`config.mk`:
```
export PLATFORM = sky130hd
export DESIGN_NAME = diphone_record_parser_unit
export DESIGN_NICKNAME = d
export VERILOG_FILES = /design/src/rtl/drp_pkg.sv /design/src/rtl/drp_core.sv /design/src/rtl/drp_result_fifo.sv /design/src/rtl/diphone_record_parser_unit.sv
export SDC_FILE = /design/constraint.sdc
export NUM_CORES = 1
export LEC_CHECK = 0
export BUFFER_PORTS_ARGS = -buffer_cell sky130_fd_sc_hd__buf_2
export CAP_MARGIN = 0
export CORE_AREA = 3 3 170 172
export CTS_CLUSTER_SIZE = 16
export DETAILED_ROUTE_END_ITERATION = 8
export DIE_AREA = 0 0 173 175
export GPL_TIMING_DRIVEN = 0
export PLACE_DENSITY = 0.61
export SKIP_LAST_GASP = 1
export SLEW_MARGIN = 25
export SYNTH_ARGS = -nofsm -noshare
export SYNTH_HDL_FRONTEND = slang
export SYNTH_HIERARCHICAL = 1
export SYNTH_SLANG_ARGS = --single-unit
```
`constraint.sdc`:
```
create_clock -name aclk -period 6 [get_ports aclk]
set_input_delay 0.6 -clock aclk [delete_from_list [all_inputs] [get_ports aclk]]
set_output_delay 0.6 -clock aclk [all_outputs]
set_load 0.01 [all_outputs]
```
`src/rtl/drp_pkg.sv`:
```
`default_nettype none

package drp_pkg;

    // record kinds carried in bits 6:4 of a record's first byte
    localparam logic [2:0] KIND_NONE_A   = 3'd0;
    localparam logic [2:0] KIND_SINGLE_A = 3'd1;
    localparam logic [2:0] KIND_NONE_B   = 3'd2;
    localparam logic [2:0] KIND_SINGLE_B = 3'd3;
    localparam logic [2:0] KIND_SINGLE_C = 3'd4;
    localparam logic [2:0] KIND_DOUBLE   = 3'd5;
    localparam logic [2:0] KIND_NONE_C   = 3'd6;
    localparam logic [2:0] KIND_NONE_D   = 3'd7;

    localparam int          DATA_W      = 8;
    localparam int          SUBS_W      = 4;
    localparam int          TARGET_W    = 9;
    localparam int          COUNT_W     = 8;
    localparam int          POS_W       = 3;
    localparam logic [8:0]  COUNT_CAP   = 9'h1FF;
    localparam logic [7:0]  MAX_RESET   = 8'hFF;
    localparam int          SLOTS       = 3;
    localparam int          FIFO_DEPTH  = 4;
    localparam int          FIFO_AW     = 2;
    localparam int          FIFO_CW     = 3;

    // one result item
    typedef struct packed {
        logic [TARGET_W-1:0] target_index;
        logic                target_valid;
        logic                done_res;
        logic [COUNT_W-1:0]  target_count;
    } drp_result_t;

    // results produced by one accepted byte: first target, second target, done
    typedef struct packed {
        logic [SLOTS-1:0]              en;
        drp_result_t [SLOTS-1:0]       slot;
    } drp_push_t;

    // record length in bytes for each kind
    function automatic logic [POS_W-1:0] kind_length(input logic [2:0] kind);
        logic [POS_W-1:0] len;
        case (kind)
            KIND_NONE_A:   len = 3'd1;
            KIND_SINGLE_A: len = 3'd3;
            KIND_NONE_B:   len = 3'd1;
            KIND_SINGLE_B: len = 3'd3;
            KIND_SINGLE_C: len = 3'd3;
            KIND_DOUBLE:   len = 3'd5;
            KIND_NONE_C:   len = 3'd1;
            KIND_NONE_D:   len = 3'd1;
            default:       len = 3'd1;
        endcase
        return len;
    endfunction

    // kinds that carry at least one target
    function automatic logic kind_has_target(input logic [2:0] kind);
        return (kind == KIND_SINGLE_A) || (kind == KIND_SINGLE_B) ||
               (kind == KIND_SINGLE_C) || (kind == KIND_DOUBLE);
    endfunction

endpackage

`default_nettype wire

```
`src/rtl/drp_core.sv`:
```
`default_nettype none

module drp_core #(
    parameter int GUARD_RECORDS = 32
) (
    input  wire logic                          aclk,
    input  wire logic                          aresetn,
    input  wire logic                          in_xfer,
    input  wire logic [drp_pkg::DATA_W-1:0]    data_byte,
    input  wire logic                          start_req,
    input  wire logic [drp_pkg::SUBS_W-1:0]    sub_sequences,
    input  wire logic                          end_of_image,
    input  wire logic                          cfg_wr_en,
    input  wire logic [drp_pkg::COUNT_W-1:0]   cfg_wr_data,
    output drp_pkg::drp_push_t                 push
);

    localparam int REC_W = $clog2(GUARD_RECORDS + 1);

    logic                          busy_reg, busy_next;
    logic [drp_pkg::POS_W-1:0]     pos_reg, pos_next;
    logic [2:0]                    kind_reg, kind_next;
    logic                          close_reg, close_next;
    logic [drp_pkg::DATA_W-1:0]    rb_reg [4];
    logic                          rb_we;
    logic [1:0]                    rb_sel;
    logic [drp_pkg::SUBS_W-1:0]    seq_reg, seq_next;
    logic [REC_W-1:0]              rec_reg, rec_next;
    logic [8:0]                    cnt_reg, cnt_next;
    logic [drp_pkg::COUNT_W-1:0]   max_reg;

    // parse one byte
    always_comb begin
        logic                          busy_e;
        logic [drp_pkg::SUBS_W-1:0]    seq_e;
        logic [drp_pkg::SUBS_W-1:0]    seq_dec;
        logic [REC_W-1:0]              rec_e;
        logic [REC_W:0]                rec_inc;
        logic [8:0]                    cnt_e;
        logic [8:0]                    cnt_1;
        logic [drp_pkg::POS_W-1:0]     pos_e;
        logic [drp_pkg::POS_W-1:0]     pos_inc;
        logic [2:0]                    kind_e;
        logic                          close_e;
        logic [drp_pkg::DATA_W-1:0]    hi1;
        logic                          finish;
        logic                          emit1;
        logic                          emit2;

        busy_next  = busy_reg;
        pos_next   = pos_reg;
        kind_next  = kind_reg;
        close_next = close_reg;
        seq_next   = seq_reg;
        rec_next   = rec_reg;
        cnt_next   = cnt_reg;
        rb_we      = 1'b0;
        rb_sel     = 2'd0;
        finish     = 1'b0;
        emit1      = 1'b0;
        emit2      = 1'b0;

        busy_e  = busy_reg;
        seq_e   = seq_reg;
        rec_e   = rec_reg;
        cnt_e   = cnt_reg;
        pos_e   = pos_reg;
        cnt_1   = cnt_reg;
        seq_dec = seq_reg;
        rec_inc = '0;
        pos_inc = '0;

        // a start clears the entry state
        if (start_req) begin
            busy_e = 1'b1;
            seq_e  = sub_sequences;
            rec_e  = '0;
            cnt_e  = '0;
            pos_e  = '0;
        end

        kind_e  = (pos_e == '0) ? data_byte[6:4] : kind_reg;
        close_e = (pos_e == '0) ? data_byte[7] : close_reg;
        hi1     = (pos_e == 3'd2) ? data_byte : rb_reg[1];

        if (in_xfer) begin
            busy_next = busy_e;
            seq_next  = seq_e;
            rec_next  = rec_e;
            cnt_next  = cnt_e;
            pos_next  = pos_e;

            if (start_req && (sub_sequences == '0)) begin
                // empty entry closes at once
                finish = 1'b1;
            end else if (busy_e) begin
                kind_next  = kind_e;
                close_next = close_e;
                rb_we      = (pos_e != '0);
                rb_sel     = 2'(pos_e - 3'd1);
                pos_inc    = pos_e + 3'd1;
                pos_next   = pos_inc;

                if (pos_inc >= drp_pkg::kind_length(kind_e)) begin
                    // record complete: emit and count its targets
                    if (drp_pkg::kind_has_target(kind_e)) begin
                        emit1 = (cnt_e < {1'b0, max_reg});
                        cnt_1 = (cnt_e < drp_pkg::COUNT_CAP) ? cnt_e + 9'd1 : cnt_e;
                    end else begin
                        cnt_1 = cnt_e;
                    end
                    cnt_next = cnt_1;
                    if (kind_e == drp_pkg::KIND_DOUBLE) begin
                        emit2 = (cnt_1 < {1'b0, max_reg});
                        cnt_next = (cnt_1 < drp_pkg::COUNT_CAP) ? cnt_1 + 9'd1 : cnt_1;
                    end
                    pos_next = '0;
                    rec_inc  = {1'b0, rec_e} + 1'b1;
                    rec_next = rec_inc[REC_W-1:0];
                    if (close_e || (rec_inc >= (REC_W+1)'(GUARD_RECORDS))) begin
                        rec_next = '0;
                        seq_dec  = seq_e - 4'd1;
                        seq_next = seq_dec;
                        if (seq_dec == '0) begin
                            finish = 1'b1;
                        end
                    end
                end
                if (end_of_image) begin
                    finish = 1'b1;
                end
            end

            if (finish) begin
                busy_next = 1'b0;
                pos_next  = '0;
            end
        end

        // result slots
        push.en   = {finish, emit2, emit1};
        push.slot[0].target_index = {hi1[0], rb_reg[0]};
        push.slot[0].target_valid = 1'b1;
        push.slot[0].done_res     = 1'b0;
        push.slot[0].target_count = '0;
        push.slot[1].target_index = {data_byte[0], rb_reg[2]};
        push.slot[1].target_valid = 1'b1;
        push.slot[1].done_res     = 1'b0;
        push.slot[1].target_count = '0;
        push.slot[2].target_index = '0;
        push.slot[2].target_valid = 1'b0;
        push.slot[2].done_res     = 1'b1;
        push.slot[2].target_count = (cnt_next > {1'b0, max_reg}) ? max_reg :
                                    cnt_next[drp_pkg::COUNT_W-1:0];
    end

    // control state
    always_ff @(posedge aclk) begin
        if (!aresetn) begin
            busy_reg  <= 1'b0;
            pos_reg   <= '0;
            kind_reg  <= '0;
            close_reg <= 1'b0;
            seq_reg   <= '0;
            rec_reg   <= '0;
            cnt_reg   <= '0;
            max_reg   <= drp_pkg::MAX_RESET;
        end else begin
            busy_reg  <= busy_next;
            pos_reg   <= pos_next;
            kind_reg  <= kind_next;
            close_reg <= close_next;
            seq_reg   <= seq_next;
            rec_reg   <= rec_next;
            cnt_reg   <= cnt_next;
            if (cfg_wr_en) begin
                max_reg <= cfg_wr_data;
            end
        end
    end

    // record payload bytes
    always_ff @(posedge aclk) begin
        if (rb_we) begin
            rb_reg[rb_sel] <= data_byte;
        end
    end

endmodule

`default_nettype wire

```
`src/rtl/drp_result_fifo.sv`:
```
`default_nettype none

module drp_result_fifo (
    input  wire logic          aclk,
    input  wire logic          aresetn,
    input  wire drp_pkg::drp_push_t push,
    output logic               room,
    output logic               out_valid,
    input  wire logic          out_ready,
    output drp_pkg::drp_result_t out_data
);

    drp_pkg::drp_result_t            mem [drp_pkg::FIFO_DEPTH];
    logic [drp_pkg::FIFO_AW-1:0]     wr_ptr_reg, wr_ptr_next;
    logic [drp_pkg::FIFO_AW-1:0]     rd_ptr_reg, rd_ptr_next;
    logic [drp_pkg::FIFO_CW-1:0]     count_reg, count_next;
    logic [drp_pkg::FIFO_AW-1:0]     off [drp_pkg::SLOTS];
    logic [drp_pkg::FIFO_CW-1:0]     push_num;
    logic                            pop;

    // slot offsets so that results land in consecutive entries
    always_comb begin
        off[0]   = '0;
        off[1]   = drp_pkg::FIFO_AW'(push.en[0]);
        off[2]   = drp_pkg::FIFO_AW'(push.en[0]) + drp_pkg::FIFO_AW'(push.en[1]);
        push_num = drp_pkg::FIFO_CW'(push.en[0]) + drp_pkg::FIFO_CW'(push.en[1])
                 + drp_pkg::FIFO_CW'(push.en[2]);
    end

    assign out_valid = (count_reg != '0);
    assign pop       = out_valid && out_ready;
    assign out_data  = mem[rd_ptr_reg];
    // room for the worst case of three results from the next byte
    assign room      = (count_reg <= drp_pkg::FIFO_CW'(1));

    // pointer and fill count
    always_comb begin
        wr_ptr_next = wr_ptr_reg + push_num[drp_pkg::FIFO_AW-1:0];
        rd_ptr_next = rd_ptr_reg + drp_pkg::FIFO_AW'(pop);
        count_next  = count_reg + push_num - drp_pkg::FIFO_CW'(pop);
    end

    always_ff @(posedge aclk) begin
        if (!aresetn) begin
            wr_ptr_reg <= '0;
            rd_ptr_reg <= '0;
            count_reg  <= '0;
        end else begin
            wr_ptr_reg <= wr_ptr_next;
            rd_ptr_reg <= rd_ptr_next;
            count_reg  <= count_next;
        end
    end

    // entry writes
    always_ff @(posedge aclk) begin
        for (int i = 0; i < drp_pkg::SLOTS; i++) begin
            if (push.en[i]) begin
                mem[wr_ptr_reg + off[i]] <= push.slot[i];
            end
        end
    end

endmodule

`default_nettype wire

```
`src/rtl/diphone_record_parser_unit.sv`:
```
`default_nettype none

// Diphone record parser: takes the record bytes of one diphone entry and
// expands them into 9-bit acoustic target indices, closing each entry with a
// done transfer (m_tlast high) that carries the target count saturated at
// max_targets. Each byte is parsed in the cycle it is accepted; its 0 to 3
// results enter a four-entry result queue and are offered from it. s_tready
// is high while at most one result is queued: with m_tready high, bytes
// yielding one result or none flow at one per cycle, and a byte that yields
// two or three results holds input off until the queue has drained to one
// entry, as the queue delivers one result per cycle. max_targets is written
// through cfg_wr_en / cfg_wr_data, by the user only while idle: not enforced.

module diphone_record_parser_unit #(
    parameter int GUARD_RECORDS = 32
) (
    input  wire logic        aclk,
    input  wire logic        aresetn,
    // config: max_targets
    input  wire logic        cfg_wr_en,
    input  wire logic [7:0]  cfg_wr_data,
    // input stream
    input  wire logic        s_tvalid,
    output logic             s_tready,
    input  wire logic [15:0] s_tdata,   // data_byte[7:0], sub_sequences[11:8], zero
    input  wire logic        s_tuser,   // start_req
    input  wire logic        s_tlast,   // end_of_image
    // result stream
    output logic             m_tvalid,
    input  wire logic        m_tready,
    output logic [23:0]      m_tdata,   // target_index[8:0], target_count[16:9], zero
    output logic             m_tuser,   // target_valid
    output logic             m_tlast    // done_res
);

    drp_pkg::drp_push_t   push;
    drp_pkg::drp_result_t res;
    logic                 in_xfer;

    assign in_xfer = s_tvalid && s_tready;

    // byte parser and entry state
    drp_core #(
        .GUARD_RECORDS(GUARD_RECORDS)
    ) u_core (
        .aclk          (aclk),
        .aresetn       (aresetn),
        .in_xfer       (in_xfer),
        .data_byte     (s_tdata[7:0]),
        .start_req     (s_tuser),
        .sub_sequences (s_tdata[11:8]),
        .end_of_image  (s_tlast),
        .cfg_wr_en     (cfg_wr_en),
        .cfg_wr_data   (cfg_wr_data),
        .push          (push)
    );

    // result queue
    drp_result_fifo u_fifo (
        .aclk      (aclk),
        .aresetn   (aresetn),
        .push      (push),
        .room      (s_tready),
        .out_valid (m_tvalid),
        .out_ready (m_tready),
        .out_data  (res)
    );

    // pack the result transfer
    assign m_tdata = {7'd0, res.target_count, res.target_index};
    assign m_tuser = res.target_valid;
    assign m_tlast = res.done_res;

endmodule

`default_nettype wire
```
* Yosys cells after proc, flatten, opt, wreduce, memory -nomap -nowiden *
Memory sizes are Yosys's and may differ from the RTL's. A register that Yosys moved wholly into a read port is not among the register bits.
Index checks and enable logic that the tools add are counted.

cells by class
  bitwise gates (word level) = 1
  eq/ne operators = 5
  add/subtract/negate cells = 15
  reductions and logical operators = 13
  order comparisons = 8
  multiplexer cells = 70

operators by type and width
  operator                                                           count
  two-way mux 9 bit                                                  13
  two-way mux 1 bit                                                  33
  two-way mux 6 bit                                                  5
  two-way mux 3 bit                                                  9
  two-way mux 4 bit                                                  5
  adder 9 x 1 -> 9 bit, second input constant                        2
  less-than comparator 9 x 8 -> 1 bit                                2
  less-than comparator 9 bit, second input constant                  2
  > comparator 9 x 8 -> 1 bit                                        1
  logical NOT 4 bit                                                  2
  two-way mux 2 bit                                                  4
  two-way mux 8 bit                                                  1
  adder 6 x 1 -> 7 bit, second input constant                        1
  greater-or-equal comparator 7 x 6 -> 1 bit, second input constant  1
  == test 3 x 2 -> 1 bit, second input constant                      2
  == test 3 bit, second input constant                               2
  nonzero test 3 bit                                                 2
  adder 1 x 1 -> 2 bit                                               2
  adder 2 x 1 -> 2 bit                                               2
  adder 2 bit                                                        2
  logical OR 1 bit                                                   4
  subtractor 4 x 1 -> 4 bit, second input constant                   1
  adder 3 x 1 -> 3 bit                                               1
  adder 3 x 1 -> 3 bit, second input constant                        1
  10 further kinds                                                   12

storage, ports and cells
  memories = 3
  memory bits (read-only) = 16
  logic and storage cells = 126
  bits in writable memories = 108
  register bits after elaboration = 42
  input port bits = 31
  output and inout port bits = 28

memories
  name              words  width  read ports  clocked after memory_dff  write ports  line                   RTL
  u_fifo.mem        4      19     1           1                         3            drp_result_fifo.sv:13  drp_pkg::drp_result_t mem [drp_pkg::FIFO_DEPTH];
  u_core.rb_reg     4      8      3           0                         1            drp_core.sv:24         logic [drp_pkg::DATA_W-1:0] rb_reg [4];
  (name not given)  8      2      1           0                         0            drp_pkg.sv:44          case (kind)

* Depth between registers and ports, before layout *
  depth in word-level cells = 22
  mapped depth = 28
  mapped depth without buffers = 26

* Modules after synthesis *
Netlist, hierarchy kept.

modules (own cells, without submodules)
  module                      times used  cells each  area an instance (sq um)
  drp_result_fifo             1           539         5386.4
  drp_core                    1           478         4124.0
  diphone_record_parser_unit  1           9           62.6

* Worst setup path before layout *
OpenSTA, ideal clock, no wires.

  path type = input port to flip-flop
  from = input port s_tuser
  to = memory u_fifo/mem[1][0] in the netlist's numbering (enable)
  arrival time = 5.424 ns
  required time = 5.516 ns
  slack = 0.092 ns
  cell stages on the path = 18
  path buffers = 6
  setup time = 0.484 ns
  path through = buf_2 > clkbuf_1 > clkbuf_1 > clkbuf_1 > nand2b_1 > ha_1 > o2111ai_1 > clkbuf_1 > a2111oi_4 > xor2_2 > ha_1 > or2_2 > a31oi_1 > a21o_1 > fa_1 > nand3_1 > clkbuf_1 > o221ai_1

RTL lines
  element             line                              RTL
  start: declaration  diphone_record_parser_unit.sv:26  input wire logic s_tuser,
  end: declaration    drp_result_fifo.sv:13

==> PnR_summary.wiki <==
{| class="wikitable"
! Metric !! Value
|-
| Post-route core utilization || 0.407
|-
| Die boundary width || 173 um
|-
| Starting Density || 0.346
|-
| Number of max-slew violations in the final report || 0
|-
| Leakage || 4.12 nW
|-
| Footprint of the flip-flops and latches || 0.00363 sq mm
|-
| CTS tree || yes
|-
| Flip-flop cell with the highest count after synthesis || edfxtp_1
|-
| Total cell area at the placement stage || 0.0106 sq mm
|-
| Core region area || 0.0276 sq mm
|-
| Number of sinks driven by the clock tree || 135
|-
| Number of failing hold endpoints at the final stage || 0
|-
| R2r startpoint || u_core/cnt_reg[1]$_SDFF_PN0_
|-
| Die ar. || 0.0303 sq mm
|-
| Number of enable-type register cells in the synthesized netlist || 93
|-
| Htree depth || 4
|-
| Number of buffers created by CTS || 17
|-
| Hold path cells || 1
|-
| Tightest Pin Transition || 1.00 ns
|-
| Area growth from synthesis to layout || 17.5%
|-
| Status || complete, no violations
|-
| Highest attainable clock frequency || 0.177 GHz
|-
| Kind of start point of the critical path || input pin
|-
| Count of non-filler cells in the finished layout || 1523
|-
| Mean number of vias per cell || 5.63
|-
| Worst-case hold path end point || u_core/rb_reg[2][3]$_DFFE_PP_
|-
| Data required time of the critical path || 6.13 ns
|-
| Fin area || 0.0112 sq mm
|-
| Share of the yosys chip area belonging to registers || 0.380
|-
| Power per cell area || 266 mW/mm^2
|-
| # nets final || 1204
|-
| Area share of the leading cell type in the synthesized netlist || 0.292
|-
| Post-placement cell count || 1489
|-
| Rows || 61
|-
| Worst Skew || 0.0220 ns
|-
| Y dimension of the die || 175 um
|-
| Post-synthesis average cell area || 9.33 sq um
|-
| Syn. warnings || 6
|-
| Data arrival, critical path || 5.78 ns
|-
| Routed len/inst || 19.6 um
|-
| Final critical-path required period || 5.66 ns
|-
| Setup violations, final || 0
|-
| Post-Route Setup TNS || 0 ns
|-
| Hold buffer count at cts || 0
|-
| Routed Antenna Nets || 0
|-
| Post-Route WL || 29800 um
|-
| Clk pin slew, worst setup/hold paths || 0.06 ns
|-
| Unrepaired setup endpoints after global routing || no
|-
| Number of placed I/O pins || 59
|-
| Count of vias placed by the detailed router || 8568
|-
| Pin count of the biggest net entering global routing || 20
|-
| Antenna violations before repair || 0
|-
| Estimated wirelength of the detail-placed design || 21500 um
|-
| Worst min-delay path category || input pin to flip-flop
|-
| Master cell of the clock root buffer || clkbuf_16
|-
| Worst hold slack || 0.372 ns
|-
| Crit-path max FO || 19
|-
| Filler Cell Count || 2753
|-
| Max Cap Viol || 0
|-
| Kind of critical path || input pin to flip-flop
|-
| Netlist area before placement || 0.00957 sq mm
|-
| Top-count cell post-synth || o21ai_0
|-
| Number of design rule violations left after detail routing || 0
|-
| Number of different library cells in the post-synthesis netlist || 72
|-
| Commonest cells post-synth || 94 x o21ai_0, 93 x edfxtp_1, 92 x nand2_1
|-
| Logic depth of the worst register-to-register path || 23
|-
| Vias in the first global route || 8287
|-
| Startpoint of the most critical hold path || s_tdata[3]
|-
| Worst rel slew slack || 0.327
|-
| Synthesis-stage register bit count || 135
|-
| Dominant cell type by area after synthesis || edfxtp_1
|-
| Setup slack, reg-to-reg || 0.63 ns
|-
| Kind of capture point of the worst setup path || flip-flop
|-
| Largest register FFs || 76
|-
| Drt first pass iters || 6
|-
| Longest Clk Path Bufs || 2
|-
| Capturing point of the worst reg2reg path || u_fifo/mem[1][6]$_DFFE_PP_
|-
| Worst IR drop on VDD || 175 uV
|-
| Global-route wire length before repair || 46900 um
|-
| Top cells by area, synth || edfxtp_1 29%, dfxtp_1 8.8%, a31oi_1 5.1%
|-
| 1st-iter DRT viols || 954
|-
| Buffers added on ports || 46
|-
| Layout cell share with drive strength beyond 1 || 0.187
|-
| Final cycle utilization of the critical path || 0.943
|-
| Placer Congestion || 0.953
|-
| Insertion delay to the later sink of the worst-skew pair || 0.43 ns
|-
| Async set-reset flop share out of synthesis || 0
|-
| Count of antenna diodes in the layout || 0
|-
| GRT overflow || 0
|-
| Cell count after synthesis || 1026
|-
| Overall fraction of global-route tracks in use || 0.196
|-
| Area of the multi-input gates || 0.00541 sq mm
|}
==> area by class of cell <==
| class | instances | area share |
|---|---|---|
| buffer | 118 | 0.0611 |
| clock buffer | 19 | 0.0385 |
| clock inverter | 12 | 0.0115 |
| inverter | 29 | 0.00968 |
| multi-input combinational | 777 | 0.481 |
| sequential | 135 | 0.323 |
| tap | 378 | 0.0420 |
| timing repair buffer | 55 | 0.0336 |
==> layout by cell type, fill, tap and decap left out, types with 4 or more instances in the layout <==
master,n
o211ai_1,9
nand2_1,92
xor2_1,10
nor2_1,24
clkbuf_1,41
buf_2,63
buf_4,55
o21a_1,7
inv_1,29
nand4_1,43
and3b_1,19
clkbuf_2,4
a31oi_1,78
conb_1,38
ha_1,37
clkbuf_16,17
edfxtp_1,93
xnor2_1,14
a21o_1,4
o221ai_4,4
buf_16,4
nor3_1,85
nand2b_1,12
a211oi_1,4
nor2b_1,20
nor4_1,6
o21ai_0,92
a21oi_1,19
mux2i_1,18
mux2_2,8
mux4_2,19
nand3_1,17
and4b_1,4
dfxtp_1,42
and2_1,25
==> metal layers <==
metal / vias up / wire length (um) / track usage
met5: - / 0 / 0
met4: 0 / 628 / 0.0662
met3: 57 / 2260 / 0.0319
li1: 4006 / - / -
met1: 4079 / 12600 / 0.260
met2: 426 / 14400 / 0.326
==> timing repair <==
action	in CTS	in global routing
endpoints found under the hold margin	0	0
resized for setup	13	11
buffers inserted	3	2
endpoints found under the setup margin	156	124
pin swaps	2	1
==> worst max-delay path by stage <==
stage / depth (start not counted) / start / end
6_report: 23 / s_tuser / u_fifo/mem[1][6]$_DFFE_PP_
5_1_grt: 27 / s_tuser / u_fifo/mem[3][0]$_DFFE_PP_
4_1_cts: 25 / s_tuser / u_fifo/mem[3][4]$_DFFE_PP_
3_5_place_dp: 26 / s_tuser / u_fifo/mem[3][4]$_DFFE_PP_
3_3_place_gp: 18 / s_tuser / u_fifo/mem[0][2]$_DFFE_PP_
2_1_floorplan: 18 / s_tuser / u_fifo/mem[1][0]$_DFFE_PP_
==> critical path: stages <==
cell	delay (ns)
buf_2	0.13
clkbuf_4	0.24
clkbuf_4	0.29
nand2b_1	0.21
ha_1	0.23
a221o_1	0.35
buf_4	0.21
a21oi_2	0.26
mux2_2	0.39
nor3_1	0.46
nand3_1	0.16
xor2_1	0.16
o21ai_0	0.32
ha_1	0.32
a21oi_1	0.14
o21ai_0	0.09
nand3_1	0.09
a21oi_1	0.10
nor3_4	0.14
buf_4	0.16
mux2_1	0.41
nor3_1	0.23
a31oi_1	0.09
==> where the power goes <==
part	total [W]	internal (W)	leakage [nW]	switching, W
sequential	0.00110	0.00107	1.18	0.0000307
clock	0.00102	0.000608	0.271	0.000410
combinational	0.000879	0.000351	2.67	0.000528
total	0.00299	0.00202	4.12	0.000969
==> per-stage QoR <==
step	total power [W]	setup slack (ns)
floorplan	0.00168	0.0918
global placement	0.00194	-2.29
detailed placement	0.00198	-1.72
CTS	0.00301	0.0335
global route	0.00314	0.0153
finish	0.00299	0.343
==> cell families after synthesis <==
family	count (synthesis)	synth area share
DFF	135	0.380
AOI/OAI and AO/OA	255	0.167
and+or+nand+nor	365	0.204
xor gates and xnor gates	30	0.0325
adders and majority gates	41	0.0557
other	3	0.00118
muxes	48	0.0765
buffers and inverters	149	0.0830
Note: power is estimated with default switching activity, not from simulation.
